## src/design/plcpp_pkg.sv

```systemverilog
// Package for the preamble/length/checksum packet parser.
// Holds the shared result type, mode and kind codes and fixed constants.
// No dependencies.
`timescale 1ns / 1ps

package plcpp_pkg;

  // Number of preamble bytes matched before the length byte.
  localparam int PreambleLen = 3;

  // Configuration register indexes.
  localparam logic CfgPreamble = 1'b0;
  localparam logic CfgMinLen   = 1'b1;

  // Reset values of the configuration registers.
  localparam logic [23:0] PreambleReset = 24'h03AFEF;
  localparam logic [7:0]  MinLenReset   = 8'd4;

  // Error codes beyond the preamble byte indexes.
  localparam logic [2:0] CodeShort = 3'd3;
  localparam logic [2:0] CodeCheck = 3'd4;

  typedef enum logic [3:0] {
    ModePre = 4'b0001,
    ModeLen = 4'b0010,
    ModePay = 4'b0100,
    ModeErr = 4'b1000
  } mode_e;

  typedef enum logic [1:0] {
    KindHdr  = 2'd0,
    KindData = 2'd1,
    KindOk   = 2'd2,
    KindErr  = 2'd3
  } kind_e;

  typedef struct packed {
    kind_e      kind;
    logic [7:0] value;
    logic [2:0] error_code;
  } result_t;

endpackage

```

## src/design/plcpp_core.sv

```systemverilog
// Parser core: configuration registers, parse state and the per-byte decision.
// Depends on plcpp_pkg.
`timescale 1ns / 1ps

module plcpp_core (
  input  logic              clk_i,
  input  logic              rst_ni,
  input  logic              cfg_we_i,
  input  logic              cfg_index_i,
  input  logic [23:0]       cfg_data_i,
  input  logic              byte_fire_i,
  input  logic [7:0]        rx_byte_i,
  output logic              res_valid_o,
  output plcpp_pkg::result_t res_o
);
  import plcpp_pkg::*;

  logic [23:0] pattern_q;
  logic [7:0]  min_len_q;
  mode_e       mode_q, mode_d;
  logic [7:0]  chk_q, chk_d;
  logic [7:0]  left_q, left_d;
  logic [1:0]  idx_q, idx_d;

  logic [1:0]  idx_sel;
  logic [1:0]  idx_inc;
  logic [7:0]  expected;
  logic [7:0]  chk_x;
  logic        hit;

  // An index at or past the preamble length is treated as the first byte.
  assign idx_sel = (idx_q >= 2'(PreambleLen)) ? 2'd0 : idx_q;
  assign idx_inc = idx_sel + 2'd1;
  assign chk_x   = chk_q ^ rx_byte_i;
  assign hit     = (rx_byte_i == expected);

  always_comb begin
    unique case (idx_sel)
      2'd1:    expected = pattern_q[15:8];
      2'd2:    expected = pattern_q[7:0];
      default: expected = pattern_q[23:16];
    endcase
  end

  always_comb begin
    mode_d      = mode_q;
    chk_d       = chk_x;
    left_d      = left_q;
    idx_d       = idx_q;
    res_valid_o = 1'b0;
    res_o       = '{kind: KindErr, value: 8'd0, error_code: 3'd0};

    unique case (mode_q)
      ModePre: begin
        if (!hit) begin
          res_valid_o = 1'b1;
          res_o.error_code = {1'b0, idx_sel};
          chk_d  = 8'd0;
          idx_d  = 2'd0;
          mode_d = ModeErr;
        end else if (idx_inc >= 2'(PreambleLen)) begin
          idx_d  = 2'd0;
          mode_d = ModeLen;
        end else begin
          idx_d = idx_inc;
        end
      end
      ModeLen: begin
        res_valid_o = 1'b1;
        if (rx_byte_i < min_len_q) begin
          res_o.error_code = CodeShort;
          chk_d  = 8'd0;
          mode_d = ModeErr;
        end else begin
          left_d = rx_byte_i - 8'(PreambleLen + 1);
          res_o  = '{kind: KindHdr, value: left_d, error_code: 3'd0};
          mode_d = ModePay;
        end
      end
      ModePay: begin
        res_valid_o = 1'b1;
        if (left_q > 8'd1) begin
          left_d = left_q - 8'd1;
          res_o  = '{kind: KindData, value: rx_byte_i, error_code: 3'd0};
        end else begin
          left_d = 8'd0;
          if (chk_x != 8'd0) begin
            res_o.error_code = CodeCheck;
            chk_d  = 8'd0;
            mode_d = ModeErr;
          end else begin
            res_o  = '{kind: KindOk, value: 8'd0, error_code: 3'd0};
            mode_d = ModePre;
          end
        end
      end
      default: begin
        // Silent search for a full preamble after an error.
        if (!hit) begin
          idx_d = 2'd0;
          chk_d = 8'd0;
        end else if (idx_inc >= 2'(PreambleLen)) begin
          idx_d  = 2'd0;
          mode_d = ModeLen;
        end else begin
          idx_d = idx_inc;
        end
      end
    endcase
  end

  always_ff @(posedge clk_i or negedge rst_ni) begin
    if (!rst_ni) begin
      pattern_q <= PreambleReset;
      min_len_q <= MinLenReset;
    end else if (cfg_we_i) begin
      unique case (cfg_index_i)
        CfgPreamble: pattern_q <= cfg_data_i;
        default:     min_len_q <= cfg_data_i[7:0];
      endcase
    end
  end

  always_ff @(posedge clk_i or negedge rst_ni) begin
    if (!rst_ni) begin
      mode_q <= ModePre;
      chk_q  <= 8'd0;
      left_q <= 8'd0;
      idx_q  <= 2'd0;
    end else if (byte_fire_i) begin
      mode_q <= mode_d;
      chk_q  <= chk_d;
      left_q <= left_d;
      idx_q  <= idx_d;
    end
  end

endmodule

```

## src/design/plcpp_out_buf.sv

```systemverilog
// Two-entry result buffer: an output register backed by a skid register.
// Depends on plcpp_pkg.
`timescale 1ns / 1ps

module plcpp_out_buf (
  input  logic               clk_i,
  input  logic               rst_ni,
  input  logic               push_i,
  input  plcpp_pkg::result_t push_data_i,
  output logic               space_o,
  output logic               out_valid_o,
  input  logic               out_ready_i,
  output plcpp_pkg::result_t out_data_o
);
  import plcpp_pkg::*;

  logic    main_vld_q, main_vld_d;
  logic    skid_vld_q, skid_vld_d;
  result_t main_q, main_d;
  result_t skid_q, skid_d;
  logic    main_free;

  // The skid entry is only ever occupied while the main entry is.
  assign space_o     = !skid_vld_q;
  assign out_valid_o = main_vld_q;
  assign out_data_o  = main_q;
  assign main_free   = !main_vld_q || out_ready_i;

  always_comb begin
    main_vld_d = main_vld_q;
    skid_vld_d = skid_vld_q;
    main_d     = main_q;
    skid_d     = skid_q;
    if (main_free) begin
      if (skid_vld_q) begin
        main_d     = skid_q;
        main_vld_d = 1'b1;
        skid_vld_d = 1'b0;
      end else if (push_i) begin
        main_d     = push_data_i;
        main_vld_d = 1'b1;
      end else begin
        main_vld_d = 1'b0;
      end
    end else if (push_i) begin
      skid_d     = push_data_i;
      skid_vld_d = 1'b1;
    end
  end

  always_ff @(posedge clk_i or negedge rst_ni) begin
    if (!rst_ni) begin
      main_vld_q <= 1'b0;
      skid_vld_q <= 1'b0;
    end else begin
      main_vld_q <= main_vld_d;
      skid_vld_q <= skid_vld_d;
    end
  end

  always_ff @(posedge clk_i) begin
    main_q <= main_d;
    skid_q <= skid_d;
  end

endmodule

```

## src/design/preamble_length_checksum_packet_parser_top.sv

```systemverilog
// Top level of the preamble/length/checksum packet parser.
// Depends on plcpp_pkg, plcpp_core and plcpp_out_buf.
`timescale 1ns / 1ps

// The parser takes one received byte per input transaction and produces at
// most one result transaction for it: a length header, a payload byte, a
// packet-accepted marker or an error. Every byte is decided in the cycle it
// is accepted by the parse state registers in the core, and its result is
// registered in a two-entry buffer (output register plus skid register),
// so the block sustains one byte per clock cycle while a buffer entry is
// free; in_ready_o drops only when both entries hold results that the
// downstream side has not taken, so one stalled result never blocks the
// next byte. Configuration writes land at the clock edge where cfg_we_i is
// high and should be issued only while no result is pending.

module preamble_length_checksum_packet_parser_top (
  input  logic        clk_i,
  input  logic        rst_ni,
  // Configuration write port: index 0 preamble pattern, index 1 min length.
  input  logic        cfg_we_i,
  input  logic        cfg_index_i,
  input  logic [23:0] cfg_data_i,
  // Input byte channel.
  input  logic        in_valid_i,
  output logic        in_ready_o,
  input  logic [7:0]  rx_byte_i,
  // Result channel.
  output logic        out_valid_o,
  input  logic        out_ready_i,
  output logic [1:0]  kind_o,
  output logic [7:0]  value_o,
  output logic [2:0]  error_code_o
);
  import plcpp_pkg::*;

  logic    byte_fire;
  logic    res_valid;
  result_t res;
  result_t out_data;
  logic    space;

  // A byte is accepted whenever the result buffer still has a free entry.
  assign in_ready_o = space;
  assign byte_fire  = in_valid_i && space;

  plcpp_core u_core (
    .clk_i       (clk_i),
    .rst_ni      (rst_ni),
    .cfg_we_i    (cfg_we_i),
    .cfg_index_i (cfg_index_i),
    .cfg_data_i  (cfg_data_i),
    .byte_fire_i (byte_fire),
    .rx_byte_i   (rx_byte_i),
    .res_valid_o (res_valid),
    .res_o       (res)
  );

  // Only bytes that actually produce a result are pushed into the buffer.
  plcpp_out_buf u_out_buf (
    .clk_i       (clk_i),
    .rst_ni      (rst_ni),
    .push_i      (byte_fire && res_valid),
    .push_data_i (res),
    .space_o     (space),
    .out_valid_o (out_valid_o),
    .out_ready_i (out_ready_i),
    .out_data_o  (out_data)
  );

  assign kind_o       = out_data.kind;
  assign value_o      = out_data.value;
  assign error_code_o = out_data.error_code;

endmodule

```

## config.mk

```make
export PLATFORM = sky130hd
export DESIGN_NAME = preamble_length_checksum_packet_parser_top
export DESIGN_NICKNAME = d
export VERILOG_FILES = /design/src/design/plcpp_pkg.sv /design/src/design/plcpp_core.sv /design/src/design/plcpp_out_buf.sv /design/src/design/preamble_length_checksum_packet_parser_top.sv
export SDC_FILE = /design/constraint.sdc
export NUM_CORES = 1
export LEC_CHECK = 0
export BUFFER_PORTS_ARGS = -buffer_cell sky130_fd_sc_hd__buf_2
export CAP_MARGIN = 5
export CORE_MARGIN = 2
export CORE_UTILIZATION = 30
export CTS_CLUSTER_SIZE = 20
export DETAILED_ROUTE_END_ITERATION = 8
export PLACE_DENSITY_LB_ADDON = 0.12
export SLEW_MARGIN = 5
export SYNTH_ARGS = -nofsm -noshare
export SYNTH_HDL_FRONTEND = slang
export SYNTH_SLANG_ARGS = --single-unit
```

## constraint.sdc

```tcl
create_clock -name clk_i -period 3.8 [get_ports clk_i]
set_input_delay 0.57 -clock clk_i [delete_from_list [all_inputs] [get_ports clk_i]]
set_output_delay 0.57 -clock clk_i [all_outputs]
set_load 0.03 [all_outputs]
```

==> results of run 1 <==
path summary, 6_finish.rpt:
path / end / cells past startpoint / slack, ns / start
worst max-delay path: u_out_buf.out_data_o[7]$_DFFE_PP_ / 9 / 0.68 / u_core.idx_q[0]$_DFFE_PN0P_
worst min-delay path: u_core.pattern_q[23]$_DFFE_PN0P_ / 1 / 0.35 / rst_ni
worst max register to register: u_out_buf.out_data_o[7]$_DFFE_PP_ / 9 / 0.68 / u_core.idx_q[0]$_DFFE_PN0P_
worst min register to register: u_core.min_len_q[7]$_DFFE_PN0P_ / 1 / 0.50 / u_core.min_len_q[7]$_DFFE_PN0P_
max in group asynchronous: u_core.pattern_q[0]$_DFFE_PN1P_ / 2 / 2.58 / rst_ni
min in group clk_i: u_core.pattern_q[21]$_DFFE_PN0P_ / 2 / 0.45 / cfg_data_i[21]
kinds of logic after synthesis:
logic type	synth area share (%)
AO/OA/AOI/OAI	15.0
XOR/XNOR	2.60
adder cells (fa/ha/maj)	3.72
buffers and inverters	4.15
flip-flops	50.4
multiplexers	10.6
AND/OR/NAND/NOR	13.6
registers in the layout, indices dropped and copies added, names as in the netlist:
| register | flops |
|---|---|
| u_core.idx_q | 2 |
| u_core.chk_q | 8 |
| u_out_buf.skid_q | 13 |
| u_out_buf.skid_vld_q | 1 |
| u_out_buf.out_data_o | 13 |
| u_core.left_q | 8 |
| u_core.pattern_q | 24 |
| u_out_buf.out_valid_o | 1 |
| u_core.min_len_q | 8 |
| u_core.mode_q | 4 |
area by class of cell:
class	instances	area [um^2]	share of cell area, %
Clock buffer	9	225	4.35
Clock inverter	7	118	2.27
Inverter	23	86.3	1.67
Multi-Input combinational cell	276	2000	38.6
Sequential cell	82	2200	42.5
Tap cell	184	230	4.44
Timing Repair Buffer	60	320	6.18
cell usage in the layout (no fill, tap or decap), drive strengths merged, types with 4 or more instances in the layout:
cell type,n
ha,13
o21ai,38
buf,60
nor3,6
xor2,4
or3,9
inv,23
clkbuf,9
a221oi,8
dfstp,17
dfrtp,39
nor2,23
xnor2,9
nand3,6
nand2b,6
nand4,7
nor2b,12
mux2,41
a21o,7
nand2,34
and2,4
a21oi,13
edfxtp,26
metal layers:
layer	vias up	track usage [%]
li1	1542	-
met1	1541	17.9
met2	82	24.2
met3	6	4.12
met4	0	4.36
met5	-	0
metrics by stage:
stage / total power, mW / worst slack [ns]
2_1_floorplan: 1.17 / 0.573
3_3_place_gp: 1.25 / 0.346
3_5_place_dp: 1.26 / 0.256
4_1_cts: 2.27 / 0.233
5_1_grt: 2.34 / 0.386
6_report: 2.24 / 0.681
power by group through the flow:
stage          Combinational (mW)  Sequential [mW]  Clock, mW
2_1_floorplan               0.148             1.02          0
3_3_place_gp                0.213             1.04          0
3_5_place_dp                0.220             1.04          0
4_1_cts                     0.221             1.02       1.03
5_1_grt                     0.247             1.03       1.07
6_report                    0.217             1.02       1.00
worst reg2reg max path, cell delays in order, from the launching register on:
cell     delay [ns]
dfrtp_1        0.35
inv_1          0.07
ha_1           0.52
nor2b_1        0.25
or3_1          0.34
nand4_1        0.11
or4_1          0.17
a41oi_2        0.17
o21a_1         0.24
a21oi_2        0.53
==> impl_metrics.env, run 1 <==
export IMPL_status="finished clean"
export IMPL_wl_met3_um=427
export IMPL_crit_chain="inv_1, ha_1, nor2b_1, or3_1, nand4_1, or4_1, a41oi_2, o21a_1, a21oi_2"
export IMPL_numPortBuffers=52
export IMPL_nNetsFinal=503
export IMPL_slew_headroom_pct=36.1
export IMPL_power_share_sequential_pct=45.5
export IMPL_wirelength_mm=10.7
export IMPL_cap_violations=0
export IMPL_synth_largest_area_cell="dfrtp_1"
export IMPL_yosysWarnings=0
export IMPL_stdcell_area_mm2=0.00518
export IMPL_cts_buffers=9
export IMPL_p_per_area_mw_per_mm2=432
export IMPL_swShare_pct=23.0
export IMPL_grt_max_degree=38
export IMPL_clkPwrFrac_pct=44.8
export IMPL_detail_route_antenna_nets=0
export IMPL_slowest_delay_ns=0.53
export IMPL_worst_endpoint_arrival_ns=3.09
export IMPL_n_fill_cell=1453
export IMPL_hold_viol_final=0
export IMPL_rsz0062_at_grt="no"
export IMPL_clk_pin_slew_ns=0.06
export IMPL_netlist_top_cells_area="dfrtp_1 (22%), edfxtp_1 (18%), mux2_2 (11%), dfstp_2 (10%), ha_1 (3.7%)"
export IMPL_path_buf_inv=1
export IMPL_grt_ovfl_total=0
export IMPL_fmax_ghz=0.321
export IMPL_whs_ns=0.350
export IMPL_synth_seq_area_share_pct=50.4
export IMPL_area_delta_synth_final_pct=18.4
export IMPL_grt_pass1_vias=3211
export IMPL_skew_ns=0.0113
export IMPL_p_int_mw=1.72
export IMPL_placed_cells=625
export IMPL_die_h_um=125
export IMPL_path_class="register to register"
export IMPL_ir_drop_v=0.000270
export IMPL_gp_congestion=0.766
export IMPL_fin_crit_ns=3.12
export IMPL_start_util_pct=30.5
export IMPL_design_core_area_mm2=0.0144
export IMPL_crit_slowest_cell="a21oi_2"
export IMPL_synth_edff_count=26
export IMPL_layout_cells_non_filler=641
export IMPL_worst_pin_slew_ns=0.954
export IMPL_fin_crit_sh_pct=82.1
export IMPL_detail_route_wl_per_cell_um=16.7
export IMPL_dr_max_layer_used="met4"
export IMPL_drtPass1Iterations=4
export IMPL_cp_top_family="compound AO/OA/AOI/OAI gates"
export IMPL_rows=44
export IMPL_end_kind="register"
export IMPL_cp_start_kind="register"
export IMPL_vias=3171
export IMPL_globalRouteTotalUtil_pct=14.4
export IMPL_maxSlewViolCount=0
export IMPL_p_leak_nw=2.15
export IMPL_htreeDepth=3
export IMPL_netlist_area_mm2=0.00438
export IMPL_ys_ff_latch=82
export IMPL_dp_hpwl_mm=7.98
export IMPL_yosysTopAreaCellShare_pct=22.3
export IMPL_switching_power_uw=515
export IMPL_ioPinCount=53
export IMPL_vias_per_cell=4.95
export IMPL_crit_required_ns=3.77
export IMPL_holdBufCountCts=0
export IMPL_die_area_mm2=0.0156
export IMPL_cts_tree="built"
export IMPL_synthDistinctLibCells=53
export IMPL_drcViolationCount=0
export IMPL_clock_path_buffers=2
export IMPL_drive_gt1_share_pct=32.8
export IMPL_antenna_found_initial=0
export IMPL_clock_root_buffer="clkbuf_16"
export IMPL_yosysMostFrequentCell="mux2_2"
export IMPL_setup_violations=0
export IMPL_wl_met1_mm=4.80
export IMPL_pwr_share_comb_pct=9.7
export IMPL_min_path_type="primary input to async pin"
export IMPL_synth_commonest_cells="mux2_2 (41), dfrtp_1 (39), nand2_1 (34)"
export IMPL_post_dp_cell_area_mm2=0.00483
export IMPL_post_route_util_pct=36.1
export IMPL_syn_area_per_cell_um2=11.0
export IMPL_antennaDiodeCount=0
export IMPL_insertion_delay_ns=0.35
export IMPL_grt_pass1_wl_mm=17.3
export IMPL_tns_ns=0
export IMPL_postCtsSetupBuffers=0
export IMPL_die_width_um=125
export IMPL_synth_nets=449
export IMPL_dr_first_iter_drc_count=172
export IMPL_cp_max_fo=17
export IMPL_wl_met2_mm=5.42
export IMPL_synthFlopType="dfrtp_1"
export IMPL_syn_inst=398
export IMPL_cts_sinks=82
export IMPL_synthArstFlopShare_pct=68.3
export IMPL_cts_repair_resized=0
Power figures use the tool's default switching activity.
==> inputs of run 2 (changes only) <==
ABC_AREA = 1   (was default)
clock period = 3.2 ns   (was 3.8 ns; I/O delays follow)
==> run 2 against run 1 <==
Effect of this change:
- clock-buffer cell count is 2 higher
- worst setup slack better by 0.033 ns
- combinational power grew to 3.8 times the previous value
- total power is 45% higher
- core utilization is 0.14 points lower
- highest routed layer unchanged
==> impl_metrics.env, run 2 <==
export IMPL_yosysMostFrequentCell="nand2_1"
export IMPL_cap_violations=0
export IMPL_insertion_delay_ns=0.35
export IMPL_ioPinCount=53
export IMPL_grt_ovfl_total=0
export IMPL_grt_pass1_vias=3597
export IMPL_grt_pass1_wl_mm=18.7
export IMPL_crit_chain="inv_1, ha_1, inv_2, or2_1, nand2_1, nand2_1, nand2_1, inv_1, nand2_2, nor2_8, nand3_2, nand3b_1, a21oi_1, buf_4"
export IMPL_min_path_type="primary input to async pin"
export IMPL_detail_route_antenna_nets=0
export IMPL_path_class="register to register"
export IMPL_synthFlopType="dfrtp_1"
export IMPL_cp_start_kind="register"
export IMPL_post_route_util_pct=35.9
export IMPL_cts_sinks=82
export IMPL_maxSlewViolCount=0
export IMPL_top_register="u_core.pattern_q"
export IMPL_postCtsSetupBuffers=0
export IMPL_synth_nets=569
export IMPL_p_per_area_mw_per_mm2=625
export IMPL_numPortBuffers=52
export IMPL_area_delta_synth_final_pct=17.5
export IMPL_hold_viol_final=0
export IMPL_yosysWarnings=0
export IMPL_netlist_top_cells_area="dfrtp_1 (22%), edfxtp_1 (18%), nand2_1 (16%), dfstp_2 (10%), inv_1 (4.4%)"
export IMPL_die_width_um=125
export IMPL_ys_ff_latch=82
export IMPL_tns_ns=0
export IMPL_rsz0062_at_grt="no"
export IMPL_drive_gt1_share_pct=20.6
export IMPL_fmax_ghz=0.402
export IMPL_synthArstFlopShare_pct=68.3
export IMPL_synth_seq_area_share_pct=50.0
export IMPL_end_kind="register"
export IMPL_nNetsFinal=625
export IMPL_synthDistinctLibCells=37
export IMPL_status="finished clean"
export IMPL_slowest_delay_ns=0.37
export IMPL_vias=3500
export IMPL_fin_crit_ns=2.49
export IMPL_ir_drop_v=0.000379
export IMPL_syn_inst=518
export IMPL_dr_first_iter_drc_count=109
export IMPL_synth_largest_area_cell="dfrtp_1"
export IMPL_final_cell_mix="nand2_1 (183), inv_1 (52), buf_2 (52), dfrtp_1 (39), o21ai_0 (30)"
export IMPL_fin_crit_sh_pct=77.7
export IMPL_worst_pin_slew_ns=0.834
export IMPL_clock_root_buffer="clkbuf_16"
export IMPL_skew_ns=0.00755
export IMPL_drtPass1Iterations=4
export IMPL_syn_area_per_cell_um2=8.51
export IMPL_cp_top_family="simple AND/OR/NAND/NOR gates"
export IMPL_netlist_area_mm2=0.00441
export IMPL_largest_reg_flops=24
export IMPL_synth_commonest_cells="nand2_1 (183), inv_1 (52), dfrtp_1 (39)"
export IMPL_holdBufCountCts=0
export IMPL_grt_max_degree=30
export IMPL_design_core_area_mm2=0.0144
export IMPL_p_leak_nw=2.48
export IMPL_cts_tree="built"
export IMPL_layout_commonest_cell="nand2_1"
export IMPL_worst_endpoint_arrival_ns=2.52
export IMPL_whs_ns=0.200
export IMPL_antennaDiodeCount=0
export IMPL_wirelength_mm=11.3
export IMPL_crit_slowest_cell="dfrtp_1"
export IMPL_start_util_pct=30.6
export IMPL_detail_route_wl_per_cell_um=14.8
export IMPL_cts_repair_resized=0
export IMPL_vias_per_cell=4.59
export IMPL_rows=44
export IMPL_htreeDepth=3
export IMPL_dp_hpwl_mm=8.73
export IMPL_yosysTopAreaCellShare_pct=22.1
export IMPL_clock_path_buffers=2
export IMPL_die_h_um=125
export IMPL_gp_congestion=0.832
export IMPL_setup_violations=0
export IMPL_globalRouteTotalUtil_pct=15.3
export IMPL_cp_max_fo=17
export IMPL_path_buf_inv=4
export IMPL_crit_required_ns=3.24
export IMPL_antenna_found_initial=0
export IMPL_drcViolationCount=0
export IMPL_cpMostUsedCell="nand2_1"
export IMPL_synth_edff_count=26
export IMPL_cts_buffers=9
export IMPL_clk_pin_slew_ns=0.06
export IMPL_slew_headroom_pct=44.2
export IMPL_die_area_mm2=0.0157
run 2: changes by cell type after synthesis, sizes merged, moves of 8 or more:
cell,change
a221oi,-8
inv,+32
mux2,-27
nand2,+154
nand3,+26
nor2b,-12
or3,-9
run 2: worst reg2reg max path, cell delays in order, from the launching register on:
cell	delay [ns]
dfrtp_1	0.37
inv_1	0.07
ha_1	0.36
inv_2	0.14
or2_1	0.25
nand2_1	0.07
nand2_1	0.05
nand2_1	0.05
inv_1	0.04
nand2_2	0.10
nor2_8	0.05
nand3_2	0.08
nand3b_1	0.15
a21oi_1	0.16
buf_4	0.23
run 2: cell families after synthesis:
kind of cell | after synthesis | share of synthesized area (%)
adders and majority gates | 13 | 3.69
xor gates and xnor gates | 15 | 2.98
and+or+nand+nor | 266 | 26.0
muxes | 14 | 3.58
DFF | 82 | 50.0
AOI/OAI and AO/OA | 58 | 7.44
buffers and inverters | 70 | 6.27
run 2: cell type report:
cell class | instances | area (um^2)
inverter | 57 | 214
clock inverter | 5 | 55.1
multi-input combinational | 366 | 1930
fill | 1529 | 9240
tap | 184 | 230
timing repair buffer | 58 | 318
sequential | 82 | 2200
clock buffer | 11 | 233
run 2: final timing paths:
check | from | end | slack, ns | cells past startpoint
min in group clk_i | cfg_data_i[14] | u_core.pattern_q[14]$_DFFE_PN0P_ | 0.37 | 2
worst max register to register | u_core.idx_q[0]$_DFFE_PN0P_ | u_out_buf.out_data_o[10]$_DFFE_PP_ | 0.71 | 14
worst max-delay path | u_core.idx_q[0]$_DFFE_PN0P_ | u_out_buf.out_data_o[10]$_DFFE_PP_ | 0.71 | 14
worst min register to register | u_core.mode_q[0]$_DFFE_PN1P_ | u_core.mode_q[0]$_DFFE_PN1P_ | 0.47 | 2
max in group asynchronous | rst_ni | u_core.pattern_q[2]$_DFFE_PN1P_ | 2.32 | 2
worst min-delay path | rst_ni | u_out_buf.skid_vld_q$_DFFE_PN0P_ | 0.20 | 1
run 2: through the flow:
stage               worst slack (ns)  power (mW)  cell area, um^2  std cells
finish                         0.714        3.24             5180        763
global route                   0.444        3.45             5180        763
CTS                            0.698        3.29             5180        763
detailed placement             0.713        2.25             4890        747
global placement               0.760        2.24             4890        747
floorplan                      0.550        1.99             4410        518
run 2: report_power, final:
| group | total [mW] | internal [mW] | switching [mW] |
|---|---|---|---|
| sequential | 1.39 | 1.29 | 0.106 |
| combinational | 0.831 | 0.293 | 0.538 |
| clock | 1.01 | 0.602 | 0.410 |
| total | 3.24 | 2.18 | 1.05 |
run 2: routing by layer:
metal,wire length [um],track usage [%]
met4,283,6.08
met2,5470,25.9
met3,410,3.72
met5,0,0
met1,5160,18.9
==> inputs of run 3 (changes only) <==
clock period = 2.35 ns   (was 3.2 ns; I/O delays follow)
==> run 3 against run 2 <==
Effect of this change:
- the flow now finishes with violations (negative hold slack)
- first-iteration DRC count grew 80%
- highest routed layer unchanged
- clock power grew 37%
- critical path type unchanged
- via count grew 1.7%
- critical path depth is the same
- worst setup slack lost 0.65 ns
==> impl_metrics.env, run 3 (synthesis gave the netlist of run 2 again) <==
export IMPL_status="finished with violations"
export IMPL_place_ws_ns=-0.0562
export IMPL_gp_congestion=0.813
export IMPL_grt_pass1_wl_mm=18.7
export IMPL_switching_power_mw=1.47
export IMPL_clock_root_buffer="clkbuf_16"
export IMPL_drive_gt1_share_pct=24.5
export IMPL_worst_pin_slew_ns=0.675
export IMPL_grt_ovfl_total=0
export IMPL_whs_ns=-0.00545
export IMPL_grt_pass1_vias=3568
export IMPL_setup_slack_ns=0.0685
export IMPL_die_width_um=125
export IMPL_clock_path_buffers=2
export IMPL_cpMostUsedCell="nand2_1"
export IMPL_worst_endpoint_arrival_ns=2.34
export IMPL_globalRouteTotalUtil_pct=15.2
export IMPL_detail_route_wl_per_cell_um=14.6
export IMPL_setup_violations=0
export IMPL_min_path_type="primary input to async pin"
export IMPL_area_delta_synth_final_pct=22.9
export IMPL_tns_ns=0
export IMPL_layout_commonest_cell="nand2_1"
export IMPL_fin_crit_ns=2.28
export IMPL_antennaDiodeCount=0
export IMPL_holdBufCountCts=0
export IMPL_antenna_found_initial=0
export IMPL_maxSlewViolCount=0
export IMPL_largest_reg_flops=24
export IMPL_design_core_area_mm2=0.0144
export IMPL_path_buf_inv=4
export IMPL_drtPass1Iterations=4
export IMPL_crit_required_ns=2.41
export IMPL_insertion_delay_ns=0.35
export IMPL_cap_violations=0
export IMPL_cp_top_family="simple AND/OR/NAND/NOR gates"
export IMPL_clkPwrFrac_pct=30.8
export IMPL_ir_drop_v=0.000440
export IMPL_grt_max_degree=57
export IMPL_die_h_um=125
export IMPL_cts_sinks=82
export IMPL_crit_chain="ha_4, inv_6, or2_1, nand2_1, nand2_1, nand2_1, inv_1, nand2_2, nor2_8, nand3_2, nand3b_1, buf_6, nor2_4, clkbuf_16"
export IMPL_detail_route_antenna_nets=0
export IMPL_end_kind="register"
export IMPL_crit_slowest_cell="dfrtp_1"
export IMPL_slew_headroom_pct=54.9
export IMPL_rows=44
export IMPL_fmax_ghz=0.438
export IMPL_cp_max_fo=16
export IMPL_pwr_share_comb_pct=26.8
export IMPL_swShare_pct=32.8
export IMPL_p_int_mw=3.01
export IMPL_power_share_sequential_pct=42.4
export IMPL_path_class="register to register"
export IMPL_top_register="u_core.pattern_q"
export IMPL_final_cell_mix="nand2_1 (181), buf_2 (52), inv_1 (51), dfrtp_1 (39), o21ai_0 (30)"
export IMPL_hold_viol_final=2
export IMPL_fin_crit_sh_pct=97.1
export IMPL_cts_tree="built"
export IMPL_htreeDepth=3
export IMPL_dp_hpwl_mm=8.58
export IMPL_cts_buffers=9
export IMPL_clk_pin_slew_ns=0.06
export IMPL_wirelength_mm=11.5
export IMPL_nNetsFinal=645
export IMPL_ioPinCount=53
export IMPL_numPortBuffers=52
export IMPL_p_per_area_mw_per_mm2=827
export IMPL_dr_first_iter_drc_count=196
export IMPL_p_leak_nw=2.59
export IMPL_start_util_pct=30.6
export IMPL_rsz0062_at_grt="yes"
export IMPL_die_area_mm2=0.0157
export IMPL_slowest_delay_ns=0.43
export IMPL_vias=3561
export IMPL_drcViolationCount=0
export IMPL_p_total_mw=4.48
export IMPL_violations="negative hold slack"
export IMPL_cp_start_kind="register"
export IMPL_skew_ns=0.0105
export IMPL_vias_per_cell=4.55
==> run 3: power by group through the flow <==
| stage | registers [mW] | logic (mW) | clock network (mW) |
|---|---|---|---|
| after floorplan | 1.96 | 0.764 | 0 |
| after global placement | 1.92 | 1.18 | 0 |
| after detailed placement | 1.93 | 1.19 | 0 |
| after CTS | 1.90 | 1.20 | 1.43 |
| after global routing | 1.93 | 1.36 | 1.49 |
| final | 1.90 | 1.20 | 1.38 |
==> run 3: worst paths after layout <==
kind / start / end / slack (ns) / cells past startpoint
hold / removal: rst_ni / u_core.min_len_q[1]$_DFFE_PN0P_ / -0.005 / 2
setup reg to reg: u_core.idx_q[1]$_DFFE_PN0P_ / u_out_buf.skid_q[0]$_DFFE_PP_ / 0.07 / 14
setup / recovery: u_core.idx_q[1]$_DFFE_PN0P_ / u_out_buf.skid_q[0]$_DFFE_PP_ / 0.07 / 14
max in group asynchronous: rst_ni / u_core.pattern_q[8]$_DFFE_PN1P_ / 2.01 / 2
min in group clk_i: cfg_data_i[8] / u_core.pattern_q[8]$_DFFE_PN1P_ / 0.24 / 2
hold reg to reg: u_core.mode_q[0]$_DFFE_PN1P_ / u_core.mode_q[0]$_DFFE_PN1P_ / 0.47 / 2
==> run 3: cell type report <==
type	count	area, um^2
Clock buffer	9	225
Clock inverter	7	60.1
Timing Repair Buffer	78	514
Inverter	57	219
Fill cell	1520	9010
Tap cell	184	230
Multi-Input combinational cell	366	1970
Sequential cell	82	2200
==> run 3: what timing repair did <==
action	CTS	global route
resized for setup	1	7
cloned	0	1
buffers inserted	1	1
pin swaps	2	1
setup endpoints to repair	26	28
==> run 3: metal layers <==
metal	vias up	routed length (um)	global-route usage (%)
met2	73	5470	25.3
met1	1657	5410	19.9
met4	0	161	4.58
li1	1819	-	-
met5	-	0	0
met3	12	428	3.25
==> run 3: metrics by stage <==
step	std cells	util, %	cell area (um^2)
after global placement	764	35.1	5060
after floorplan	518	-	4430
after global routing	783	37.6	5420
final	783	37.6	5420
after detailed placement	764	35.1	5060
after CTS	781	37.2	5360
